### src/sv/sha256h_pkg.sv
package sha256h_pkg;

    localparam int unsigned WORD_W    = 32;
    localparam int unsigned BLOCK_WORDS = 16;
    localparam int unsigned ROUNDS    = 64;
    localparam int unsigned ROUND_W   = $clog2(ROUNDS);
    localparam int unsigned FILL_W    = 6;
    localparam int unsigned COUNT_W   = 61;
    localparam int unsigned IDX_W     = 3;

    localparam logic [7:0] PAD_BYTE = 8'h80;
    localparam logic [FILL_W-1:0] LEN_POS   = FILL_W'(56);
    localparam logic [FILL_W-1:0] LAST_POS  = FILL_W'(63);
    localparam logic [ROUND_W-1:0] LAST_ROUND = ROUND_W'(ROUNDS - 1);
    localparam logic [IDX_W-1:0] LAST_IDX = IDX_W'(7);

    localparam logic KIND_DATA   = 1'b0;
    localparam logic KIND_FINISH = 1'b1;

    localparam logic [31:0] ROUND_K [ROUNDS] = '{
        32'h428a2f98, 32'h71374491, 32'hb5c0fbcf, 32'he9b5dba5,
        32'h3956c25b, 32'h59f111f1, 32'h923f82a4, 32'hab1c5ed5,
        32'hd807aa98, 32'h12835b01, 32'h243185be, 32'h550c7dc3,
        32'h72be5d74, 32'h80deb1fe, 32'h9bdc06a7, 32'hc19bf174,
        32'he49b69c1, 32'hefbe4786, 32'h0fc19dc6, 32'h240ca1cc,
        32'h2de92c6f, 32'h4a7484aa, 32'h5cb0a9dc, 32'h76f988da,
        32'h983e5152, 32'ha831c66d, 32'hb00327c8, 32'hbf597fc7,
        32'hc6e00bf3, 32'hd5a79147, 32'h06ca6351, 32'h14292967,
        32'h27b70a85, 32'h2e1b2138, 32'h4d2c6dfc, 32'h53380d13,
        32'h650a7354, 32'h766a0abb, 32'h81c2c92e, 32'h92722c85,
        32'ha2bfe8a1, 32'ha81a664b, 32'hc24b8b70, 32'hc76c51a3,
        32'hd192e819, 32'hd6990624, 32'hf40e3585, 32'h106aa070,
        32'h19a4c116, 32'h1e376c08, 32'h2748774c, 32'h34b0bcb5,
        32'h391c0cb3, 32'h4ed8aa4a, 32'h5b9cca4f, 32'h682e6ff3,
        32'h748f82ee, 32'h78a5636f, 32'h84c87814, 32'h8cc70208,
        32'h90befffa, 32'ha4506ceb, 32'hbef9a3f7, 32'hc67178f2
    };

    localparam logic [31:0] H_INIT [8] = '{
        32'h6a09e667, 32'hbb67ae85, 32'h3c6ef372, 32'ha54ff53a,
        32'h510e527f, 32'h9b05688c, 32'h1f83d9ab, 32'h5be0cd19
    };

    typedef enum logic [2:0] {
        ST_IDLE,
        ST_PAD,
        ST_ROUND,
        ST_FOLD,
        ST_EMIT
    } state_t;

    // Per-cycle commands from the sequencer to the datapath
    typedef struct packed {
        logic       byte_we;    // byte enters the block store
        logic       word_done;  // fourth byte of a word
        logic       start;      // load working vars from chaining words
        logic       step;       // one round plus one schedule shift
        logic       fold;       // add working vars into chaining words
        logic       init;       // chaining words back to initial values
    } ctl_t;

    function automatic logic [31:0] rotr(input logic [31:0] x, input int unsigned n);
        rotr = (x >> n) | (x << (32 - n));
    endfunction

    function automatic logic [31:0] big_sigma0(input logic [31:0] x);
        big_sigma0 = rotr(x, 2) ^ rotr(x, 13) ^ rotr(x, 22);
    endfunction

    function automatic logic [31:0] big_sigma1(input logic [31:0] x);
        big_sigma1 = rotr(x, 6) ^ rotr(x, 11) ^ rotr(x, 25);
    endfunction

    function automatic logic [31:0] small_sigma0(input logic [31:0] x);
        small_sigma0 = rotr(x, 7) ^ rotr(x, 18) ^ (x >> 3);
    endfunction

    function automatic logic [31:0] small_sigma1(input logic [31:0] x);
        small_sigma1 = rotr(x, 17) ^ rotr(x, 19) ^ (x >> 10);
    endfunction

endpackage

### src/sv/sha256_byte_stream_hasher_unit.sv
// SHA-256 over a byte stream. Each input word carries one byte (s_tuser low)
// or a finish marker (s_tuser high). Bytes are packed into a 16-word block
// window; on the 64th byte a single shared round unit runs the 64 rounds,
// one per cycle, then adds the working variables back into the chaining
// words; s_tready is low while a block is compressed (rounds and add-back).
// A finish feeds the padding and 64-bit bit length through the same byte
// path, one byte per cycle; when fill is not below 56 this takes a second
// block of 64 padding bytes, rounds and add-back. Eight output words follow,
// H0 first, the last marked by m_tlast. The hasher then returns to the
// initial chaining values for the next message.
module sha256_byte_stream_hasher_unit
    import sha256h_pkg::*;
(
    input  logic        aclk,
    input  logic        aresetn,
    input  logic        s_tvalid,
    output logic        s_tready,
    input  logic [7:0]  s_tdata,    // [7:0] data_byte
    input  logic        s_tuser,    // [0] kind
    output logic        m_tvalid,
    input  logic        m_tready,
    output logic [39:0] m_tdata,    // [31:0] digest_word, [34:32] word_index, zero above
    output logic        m_tlast     // last_word
);

    state_t state_reg, state_next;
    logic [FILL_W-1:0]  fill_reg, fill_next;
    logic [COUNT_W-1:0] count_reg, count_next;
    logic [ROUND_W-1:0] round_reg, round_next;
    logic [IDX_W-1:0]   idx_reg, idx_next;
    logic pad_reg, pad_next;      // finish in progress
    logic first_reg, first_next;  // 0x80 still to go
    logic len_reg, len_next;      // writing the length field
    logic final_reg, final_next;  // running compression is the last one

    ctl_t              ctl;
    logic [7:0]        byte_in;
    logic [7:0]        pad_byte;
    logic [63:0]       bit_len;
    logic [63:0]       len_shift;
    logic              len_now;
    logic [WORD_W-1:0] w;
    logic [WORD_W-1:0] digest_word;

    assign bit_len   = {count_reg, 3'b000};
    assign len_shift = bit_len >> {~fill_reg[2:0], 3'b000};
    assign len_now   = !first_reg && (len_reg || fill_reg == LEN_POS);

    always_comb begin
        if (first_reg) begin
            pad_byte = PAD_BYTE;
        end else if (len_now) begin
            pad_byte = len_shift[7:0];
        end else begin
            pad_byte = 8'h00;
        end
    end

    assign byte_in = (state_reg == ST_PAD) ? pad_byte : s_tdata;

    always_ff @(posedge aclk) begin
        if (!aresetn) begin
            state_reg <= ST_IDLE;
            fill_reg  <= '0;
            count_reg <= '0;
            round_reg <= '0;
            idx_reg   <= '0;
            pad_reg   <= 1'b0;
            first_reg <= 1'b0;
            len_reg   <= 1'b0;
            final_reg <= 1'b0;
        end else begin
            state_reg <= state_next;
            fill_reg  <= fill_next;
            count_reg <= count_next;
            round_reg <= round_next;
            idx_reg   <= idx_next;
            pad_reg   <= pad_next;
            first_reg <= first_next;
            len_reg   <= len_next;
            final_reg <= final_next;
        end
    end

    always_comb begin
        state_next = state_reg;
        fill_next  = fill_reg;
        count_next = count_reg;
        round_next = round_reg;
        idx_next   = idx_reg;
        pad_next   = pad_reg;
        first_next = first_reg;
        len_next   = len_reg;
        final_next = final_reg;
        ctl        = '0;
        ctl.word_done = (fill_reg[1:0] == 2'b11);
        s_tready   = 1'b0;
        m_tvalid   = 1'b0;

        unique case (state_reg)
            ST_IDLE: begin
                s_tready = 1'b1;
                if (s_tvalid) begin
                    if (s_tuser == KIND_DATA) begin
                        ctl.byte_we = 1'b1;
                        fill_next   = fill_reg + 1'b1;
                        count_next  = count_reg + 1'b1;
                        if (fill_reg == LAST_POS) begin
                            ctl.start  = 1'b1;
                            round_next = '0;
                            final_next = 1'b0;
                            state_next = ST_ROUND;
                        end
                    end else begin
                        pad_next   = 1'b1;
                        first_next = 1'b1;
                        len_next   = 1'b0;
                        state_next = ST_PAD;
                    end
                end
            end
            ST_PAD: begin
                ctl.byte_we = 1'b1;
                fill_next   = fill_reg + 1'b1;
                first_next  = 1'b0;
                if (len_now) begin
                    len_next = 1'b1;
                end
                if (fill_reg == LAST_POS) begin
                    ctl.start  = 1'b1;
                    round_next = '0;
                    final_next = len_now;
                    state_next = ST_ROUND;
                end
            end
            ST_ROUND: begin
                ctl.step   = 1'b1;
                round_next = round_reg + 1'b1;
                if (round_reg == LAST_ROUND) begin
                    state_next = ST_FOLD;
                end
            end
            ST_FOLD: begin
                ctl.fold = 1'b1;
                if (final_reg) begin
                    idx_next   = '0;
                    state_next = ST_EMIT;
                end else if (pad_reg) begin
                    state_next = ST_PAD;
                end else begin
                    state_next = ST_IDLE;
                end
            end
            ST_EMIT: begin
                m_tvalid = 1'b1;
                if (m_tready) begin
                    idx_next = idx_reg + 1'b1;
                    if (idx_reg == LAST_IDX) begin
                        ctl.init   = 1'b1;
                        count_next = '0;
                        fill_next  = '0;
                        pad_next   = 1'b0;
                        len_next   = 1'b0;
                        final_next = 1'b0;
                        state_next = ST_IDLE;
                    end
                end
            end
            default: begin
                state_next = ST_IDLE;
            end
        endcase
    end

    sha256h_sched u_sched (
        .aclk    (aclk),
        .ctl     (ctl),
        .byte_in (byte_in),
        .w_out   (w)
    );

    sha256h_round u_round (
        .aclk        (aclk),
        .aresetn     (aresetn),
        .ctl         (ctl),
        .round       (round_reg),
        .w_in        (w),
        .idx         (idx_reg),
        .digest_word (digest_word)
    );

    assign m_tdata = {5'b00000, idx_reg, digest_word};
    assign m_tlast = (idx_reg == LAST_IDX);

    // a compression only starts on a full block, so the fill wraps to zero
    a_start_fill: assert property (@(posedge aclk) disable iff (!aresetn)
        ctl.start |=> fill_reg == '0)
        else $error("compression started on a partial block");

    a_fold_round: assert property (@(posedge aclk) disable iff (!aresetn)
        ctl.fold |-> round_reg == '0)
        else $error("add-back before all rounds done");

    a_emit_empty: assert property (@(posedge aclk) disable iff (!aresetn)
        m_tvalid |-> fill_reg == '0 && len_reg)
        else $error("digest out before length field written");

    a_last_idle: assert property (@(posedge aclk) disable iff (!aresetn)
        m_tvalid && m_tready && m_tlast |=> s_tready && count_reg == '0)
        else $error("not back to initial state after digest");

    a_excl: assert property (@(posedge aclk) disable iff (!aresetn)
        !(s_tready && m_tvalid))
        else $error("input taken while digest pending");

endmodule

### src/sv/sha256h_sched.sv
module sha256h_sched
    import sha256h_pkg::*;
(
    input  logic              aclk,
    input  ctl_t              ctl,
    input  logic [7:0]        byte_in,
    output logic [WORD_W-1:0] w_out
);

    // 16-word window: holds the block while filling, then slides as the
    // message schedule during the rounds (w_reg[0] is W for this round)
    logic [WORD_W-1:0] w_reg [BLOCK_WORDS];
    logic [23:0]       acc_reg;
    logic [WORD_W-1:0] w_new;

    always_comb begin
        if (ctl.step) begin
            w_new = w_reg[0] + small_sigma0(w_reg[1]) + w_reg[9]
                  + small_sigma1(w_reg[14]);
        end else begin
            w_new = {acc_reg, byte_in};
        end
    end

    always_ff @(posedge aclk) begin
        if (ctl.byte_we) begin
            acc_reg <= {acc_reg[15:0], byte_in};
        end
        if (ctl.step || (ctl.byte_we && ctl.word_done)) begin
            for (int k = 0; k < BLOCK_WORDS - 1; k++) begin
                w_reg[k] <= w_reg[k+1];
            end
            w_reg[BLOCK_WORDS-1] <= w_new;
        end
    end

    assign w_out = w_reg[0];

endmodule

### src/sv/sha256h_round.sv
module sha256h_round
    import sha256h_pkg::*;
(
    input  logic               aclk,
    input  logic               aresetn,
    input  ctl_t               ctl,
    input  logic [ROUND_W-1:0] round,
    input  logic [WORD_W-1:0]  w_in,
    input  logic [IDX_W-1:0]   idx,
    output logic [WORD_W-1:0]  digest_word
);

    logic [WORD_W-1:0] h_reg [8];
    logic [WORD_W-1:0] v_reg [8];   // a..h
    logic [WORD_W-1:0] t1;
    logic [WORD_W-1:0] t2;

    always_comb begin
        t1 = v_reg[7] + big_sigma1(v_reg[4])
           + ((v_reg[4] & v_reg[5]) ^ (~v_reg[4] & v_reg[6]))
           + ROUND_K[round] + w_in;
        t2 = big_sigma0(v_reg[0])
           + ((v_reg[0] & v_reg[1]) ^ (v_reg[0] & v_reg[2]) ^ (v_reg[1] & v_reg[2]));
    end

    always_ff @(posedge aclk) begin
        if (ctl.start) begin
            v_reg <= h_reg;
        end else if (ctl.step) begin
            v_reg[0] <= t1 + t2;
            v_reg[1] <= v_reg[0];
            v_reg[2] <= v_reg[1];
            v_reg[3] <= v_reg[2];
            v_reg[4] <= v_reg[3] + t1;
            v_reg[5] <= v_reg[4];
            v_reg[6] <= v_reg[5];
            v_reg[7] <= v_reg[6];
        end
    end

    always_ff @(posedge aclk) begin
        if (!aresetn || ctl.init) begin
            h_reg <= H_INIT;
        end else if (ctl.fold) begin
            for (int k = 0; k < 8; k++) begin
                h_reg[k] <= h_reg[k] + v_reg[k];
            end
        end
    end

    assign digest_word = h_reg[idx];

endmodule
### config.mk
export PLATFORM = sky130hd
export DESIGN_NAME = sha256_byte_stream_hasher_unit
export DESIGN_NICKNAME = d
export VERILOG_FILES = /design/src/sv/sha256h_pkg.sv /design/src/sv/sha256_byte_stream_hasher_unit.sv /design/src/sv/sha256h_sched.sv /design/src/sv/sha256h_round.sv
export SDC_FILE = /design/constraint.sdc
export NUM_CORES = 2
export LEC_CHECK = 0
export ABC_CLOCK_PERIOD_IN_PS = 18250
export BUFFER_PORTS_ARGS = -buffer_cell sky130_fd_sc_hd__buf_2
export CORE_MARGIN = 2
export CORE_UTILIZATION = 56
export DETAILED_ROUTE_END_ITERATION = 10
export GPL_TIMING_DRIVEN = 0
export PLACE_DENSITY_LB_ADDON = 0.3
export SYNTH_ARGS = -nofsm -noshare
export SYNTH_HDL_FRONTEND = slang
export SYNTH_SLANG_ARGS = --single-unit
### constraint.sdc
create_clock -name aclk -period 18.25 [get_ports aclk]
set_input_delay 3.65 -clock aclk [delete_from_list [all_inputs] [get_ports aclk]]
set_output_delay 3.65 -clock aclk [all_outputs]
set_load 0.005 [all_outputs]
Word-level counts from Yosys, hierarchy flattened
Memories as Yosys holds them, arrays and structs flattened.
Cells that the tools add are included.
W data, S select, Z words.
- register bits after elaboration: 619
- bits in writable memories: 512
- input bits: 13
- output and inout port bits: 43
- bits in read-only memories: 2048
- memories: 2
- logic and storage cells: 193
- memory list (name ; words ; width ; read ports ; clocked after Yosys merged registers in ; wr ports ; RTL line ; source):
    (name not given) ; 64 ; 32 ; 1 ; 0 ; 0 ; sha256h_round.sv:21 ; + ROUND_K[round] + w_in;
    u_sched.w_reg ; 16 ; 32 ; 16 ; 0 ; 16 ; sha256h_sched.sv:12 ; logic [WORD_W-1:0] w_reg [BLOCK_WORDS];
- order comparisons: 2
- bitwise gates (word level): 30
- shift-type cells: 1
- reduce and logical (&&, ||, !) cells: 23
- add/sub/neg operators: 22
- multiplexer cells: 68
- eq/ne operators: 19
- operators with widths (operator ; number):
    $add A32 B32 Y32 ; 18
    $mux W256 ; 2
    $xor A32 B32 Y32 ; 9
    $mux W61 ; 4
    $and A32 B32 Y32 ; 5
    $mux W32 ; 5
    $pmux W61 S2 ; 1
    $bmux W32 S3 ; 1
    $shr A64 B6 Y8 ; 1
    $add A61 B1 Y61 const B ; 1
    $mux W6 ; 7
    $pmux W6 S3 ; 2
    $not A32 Y32 ; 1
    $or A10 B32 Y32 ; 1
    $or A13 B32 Y32 ; 1
    $or A14 B32 Y32 ; 1
    $or A15 B32 Y32 ; 1
    $or A19 B32 Y32 ; 1
    $or A21 B32 Y32 ; 1
    $or A25 B32 Y32 ; 1
    $or A26 B32 Y32 ; 1
    $or A30 B32 Y32 ; 1
    $or A7 B32 Y32 ; 1
    $xor A32 B22 Y32 ; 1
    33 further kinds ; 97

Logic depth before layout (Yosys ltp)
- word-level depth: 10
- depth in mapped cells: 42
- gate-level depth less buffers: 40

Cells and area by module
A second synthesis with hierarchy kept.
- cells, all modules: 6667
- area, all modules: 71050.6 um^2
- by module, submodules not included (module ; sequential area each (um^2) ; times used ; area each (um^2) ; cells each):
    sha256h_round ; 12812.3 ; 1 ; 45457.3 ; 4976
    sha256h_sched ; 16095.4 ; 1 ; 20911.3 ; 1130
    sha256_byte_stream_hasher_unit ; 1661.6 ; 1 ; 4682.0 ; 561

Worst setup path before layout
Ideal clock, no wire load.
- kind: input to register
- start point: input s_tuser
- end point: memory u_sched.w_reg[0][0], enable pin
- required time: 14556 ps
- setup slack: 1678 ps
- stages on the path: 6
- buffers on the path: 0
- library setup time: 3694 ps
- data arrival time: 12879 ps
- cells stage by stage: inv_1 and3_1 inv_1 nand2_1 nand2_1 nand2_1
- RTL lines (element ; RTL line ; source):
    start, declared ; sha256_byte_stream_hasher_unit.sv:19 ; input logic s_tuser,
    end, declared ; sha256h_sched.sv:12 ;

Worst setup path in the final report
- start point: register round_reg[1]
- end point: register u_round.v_reg[255] (netlist name) (data pin)
- word-level cells in the longest chain between the ends: 9
- ends and longest elaborated chain (element ; RTL line ; source):
    start, declared ; sha256_byte_stream_hasher_unit.sv:29 ; logic [ROUND_W-1:0] round_reg, round_next;
    start signal, assigned ; sha256_byte_stream_hasher_unit.sv:76 ; round_reg <= round_next;
    $not A6 Y7 (implied by the code) ; sha256h_round.sv:21 ;
    $mem_v2 Z64 W32 ; -- ;
    $mux W32 (implied by the code) (2 in series) ; sha256h_round.sv:21 ;
    $add A32 B32 Y32 (2 in series) ; sha256h_round.sv:21 ;
    $add A32 B32 Y32 ; sha256h_round.sv:30 ; v_reg[0] <= t1 + t2;
    $mux W256 ; sha256h_round.sv:29 ; end else if (ctl.step) begin
    $mux W256 ; sha256h_round.sv:27 ; if (ctl.start) begin
    end signal, assigned ; sha256h_round.sv:28 ; v_reg <= h_reg;
    end, declared ; sha256h_round.sv:14 ; logic [WORD_W-1:0] v_reg [8];
No other way between the ends. The select of a mux whose other input is x is not followed.
A chain may end at the register's enable or synchronous reset.

==> summary.md <==
| Metric | Value |
|---|---|
| Post-Synthesis Cells | slightly below 7,000 |
| Crit-path max cell delay | between 1 and 1.5 ns |
| Clock Root Buffer | clkbuf_16 |
| Final setup TNS | 0 ns |
| Worst R2R Start | round_reg[1] |
| Arr. time, crit path | ~14 ns |
| Num CTS Buffers | roughly 120 |
| Global Route Usage Sum | 0.411 |
| FF+latch count, synth | 1,131 |
| CTS H-tree depth | 3 |
| Hold Path End | u_sched.w_reg[0][47] |
| Clock power share | 0.466 |
| Util after Layout | 0.621 |
| CTS tree | built |
| Yosys top cell by area | edfxtp_1 |
| Fill cells | ~10,000 |
| Post-synth EDFFs | about 790 |
| Ranking of synthesized cells by area | edfxtp_1 34%, dfxtp_1 9.8%, ha_1 7.2% |
| R2r worst-path depth | 36 |
| Die Y-Extent | 355 µm |
| FF-to-FF End | u_round.v_reg[255] |
| Rel. slew slack | -0.0546 |
| Synth Area in Compound Gates | 0.143 |
| Pwr/cell area | approximately 72 nW/µm² |
| Antenna violations before repair | 14 |
| Ys flop type | edfxtp_1 |
| Top-area cell type share of the netlist area | 0.344 |
| Startpoint types | flop |
| Number of flip-flops in the largest register | slightly above 500 |
| Ys async rst share | 0 |
| Area Growth Syn to Fin | 9.84% |
| Synth Area in Adders | 0.132 |
| Sequential power share | 0.499 |
| Switching share of power | 0.229 |
| Routed Antenna Nets | 0 |
| Reg2Reg Setup Slack | 4.92 ns |
| Post-CTS Setup Inserts | 0 |
| Failing checks | max-capacitance violations, max-slew violations |
| Synth Area per Inst | slightly above 10 µm² |
| Peak VDD IR | 105 µV |
| Post-layout nets | 7,590 |
| RSZ-0062 raised after global routing | no |
| Total vias in the final route | roughly 57,000 |
| Routed WL | roughly 260,000 µm |
| Most frequent CP cell | o21ai_0 |
| CTS max path bufs | 3 |
| Most instantiated cells after synthesis | 1,158 x nand2_1, 792 x edfxtp_1, 510 x a21oi_1 |
| CTS Hold Bufs | 0 |
| Warnings, synthesis | 0 |
| Comb pwr share | 0.035 |
| First-pass GRT wire length | 371,000 µm |
| Largest family of logic cells by synthesized area | compound AO/OA/AOI/OAI gates |
| Largest net degree at the start of global routing | just under 80 |
| Worst path required time | about 19 ns |
| Post-synthesis simple-gate area fraction | 0.131 |
| Wire length per cell | about 30 µm |
| Pin slew with the least headroom to its limit | around 1.6 ns |
| Die area | ~130,000 µm² |
| Slew Viols, Final | just under 80 |
| Vias in the first global route | approximately 53,000 |
| Non-filler cells, final | 8,721 |
| Post-DP HPWL | between 200,000 and 250,000 µm |
| Initial cell density of the core | 0.566 |
| Hold depth | 0 |
| Layout cells sized above 1 | 0.0631 |
| # IOs | 56 |
| Crit share post-route | 0.730 |
| CTS Sinks | around 1,100 |
| # placed instances | about 8,500 |
| P_sw | about 0.0013 W |
| Later-pin clock latency in the skew report | around 0.79 ns |
| Grt total ovfl | 0 |
| Post-cts gate resize count | 0 |
| Via/cell ratio | 6.53 |
| Worst min-delay path class | flop to flop |
| Critical Path Slowest Stage Cell | a221oi_1 |
| Critical path class | flop to flop |
| Worst-path maximum fanout | 15 |
| Multi-input logic area | roughly 36,000 µm² |
| Fmax | 75.0 MHz |
| Most common cell in the synthesized netlist | nand2_1 |
| Number of max-cap violations | 9 |
| First-pass DRT Iterations | 6 |
| Std cell rows | between 100 and 150 |
| Hold Path Origin | u_sched.w_reg[0][79] |
| Seq. cell area | between 30,000 and 40,000 µm² |
| Post-Synth XOR/XNOR Area | 0.0771 |
| CP Capture Type | flop |
| Leak | 29.3 nW |
| Final hold vios | 0 |
| # DRC | 0 |
| Tmin final | 13.33 ns |
| PortBufs | 50 |
| Outcome | finished with violations |
| Netlist Area Pre-Place | between 60,000 and 70,000 µm² |
| Die W | between 300 and 400 µm |
| Core area | about 120,000 µm² |
| Pint | roughly 0.0042 W |
| Number of setup violations in the final report | 0 |
| RePlAce Congestion | 1.10 |
| Yosys cell types | 88 |
| Reg clk slew, reported paths | roughly 0.08 ns |
| Post-synthesis mux area share | 0.0414 |
| Final Skew | approximately 0.061 ns |
| Post-synthesis sequential area ratio | 0.442 |
| Detailed Route Iter0 Violations | between 8,000 and 9,000 |
## power by group through the flow
stage | clock network (W) | logic (W) | registers (W)
6_report | 0.00256 | 0.000195 | 0.00274
4_1_cts | 0.00257 | 0.000186 | 0.00274
3_3_place_gp | 0 | 0.000181 | 0.00280
3_5_place_dp | 0 | 0.000184 | 0.00280
2_1_floorplan | 0 | 0.000117 | 0.00280
5_1_grt | 0.00266 | 0.000205 | 0.00274
## through the flow
step	hold WS [ns]	instance area, µm²	total power, W	setup WS (ns)
after floorplan	0.400	69200	0.00291	1.68
final	0.394	75900	0.00549	4.92
after global routing	0.408	75900	0.00560	4.80
after global placement	0.400	71400	0.00298	-2.80
after detailed placement	0.405	71800	0.00298	5.54
after CTS	0.398	75900	0.00550	5.49
## cells by family (layout without fill, tap and decap cells)
group	count (synthesis)	after routing
muxes	174	174
and+or+nand+nor	2074	2074
DFF	1131	1131
other	1	14
xor gates and xnor gates	609	609
adders and majority gates	615	615
AOI/OAI and AO/OA	1590	1590
buffers and inverters	601	889
## worst max-delay path, delay by kind of cell (launching register included)
| kind | cells | cell delay (ns) |
|---|---|---|
| AO/OA/AOI/OAI | 15 | 5.24 |
| XOR/XNOR | 1 | 0.20 |
| adder cells (fa/ha/maj) | 8 | 3.63 |
| buffers and inverters | 6 | 2.09 |
| flip-flops | 1 | 0.68 |
| AND/OR/NAND/NOR | 6 | 1.13 |
## worst max path at each step
| stage | from | to | slack, ns | cells past startpoint |
|---|---|---|---|---|
| final | round_reg[1] | u_round.v_reg[255] | 4.92 | 36 |
| after global routing | round_reg[1] | u_round.v_reg[254] | 4.80 | 39 |
| after CTS | round_reg[1] | u_round.v_reg[255] | 5.49 | 36 |
| after detailed placement | round_reg[1] | u_round.v_reg[254] | 5.54 | 37 |
| after global placement | s_tuser | u_sched.w_reg[0][46] | -2.80 | 7 |
| after floorplan | s_tuser | u_sched.w_reg[0][0] | 1.68 | 6 |
## layout by cell type, fill, tap and decap left out, types with 15 or more instances in the layout
cell,instances
edfxtp_1,792
nand2_1,1156
or3_1,38
nand4_1,27
nor2b_1,56
fa_1,195
ha_1,398
nand3_1,129
clkbuf_1,297
a211oi_1,56
nand2b_1,59
o31ai_1,37
buf_2,52
o211ai_1,112
clkbuf_16,120
clkinv_2,26
maj3_1,22
and2_1,25
mux2_2,55
nor3_1,82
a21o_1,180
inv_1,276
buf_1,28
o21bai_1,39
a21oi_1,510
mux2i_1,35
o21a_1,59
xnor2_1,386
clkbuf_8,18
o21ai_0,360
a21boi_0,21
nor2_1,363
mux4_2,84
dfxtp_1,339
a31oi_1,50
a311oi_1,15
and4_1,17
clkinv_1,15
and3_1,53
xor2_1,223
## layout make-up
| type | count | area share |
|---|---|---|
| antenna | 9 | 0.000297 |
| buffer | 323 | 0.0166 |
| clock buffer | 155 | 0.0435 |
| clock inverter | 67 | 0.0103 |
| inverter | 278 | 0.0137 |
| multi-input combinational | 5067 | 0.478 |
| sequential | 1131 | 0.403 |
| tap | 1625 | 0.0268 |
| timing repair buffer | 66 | 0.00799 |
## layer usage
metal	vias up	wire length, µm	GRT usage
met2	3768	106000	0.570
met4	12	14000	0.187
met3	753	38300	0.146
li1	24600	-	-
met5	-	80	0
met1	27800	106000	0.575
Note: power is estimated with default switching activity, not from simulation.
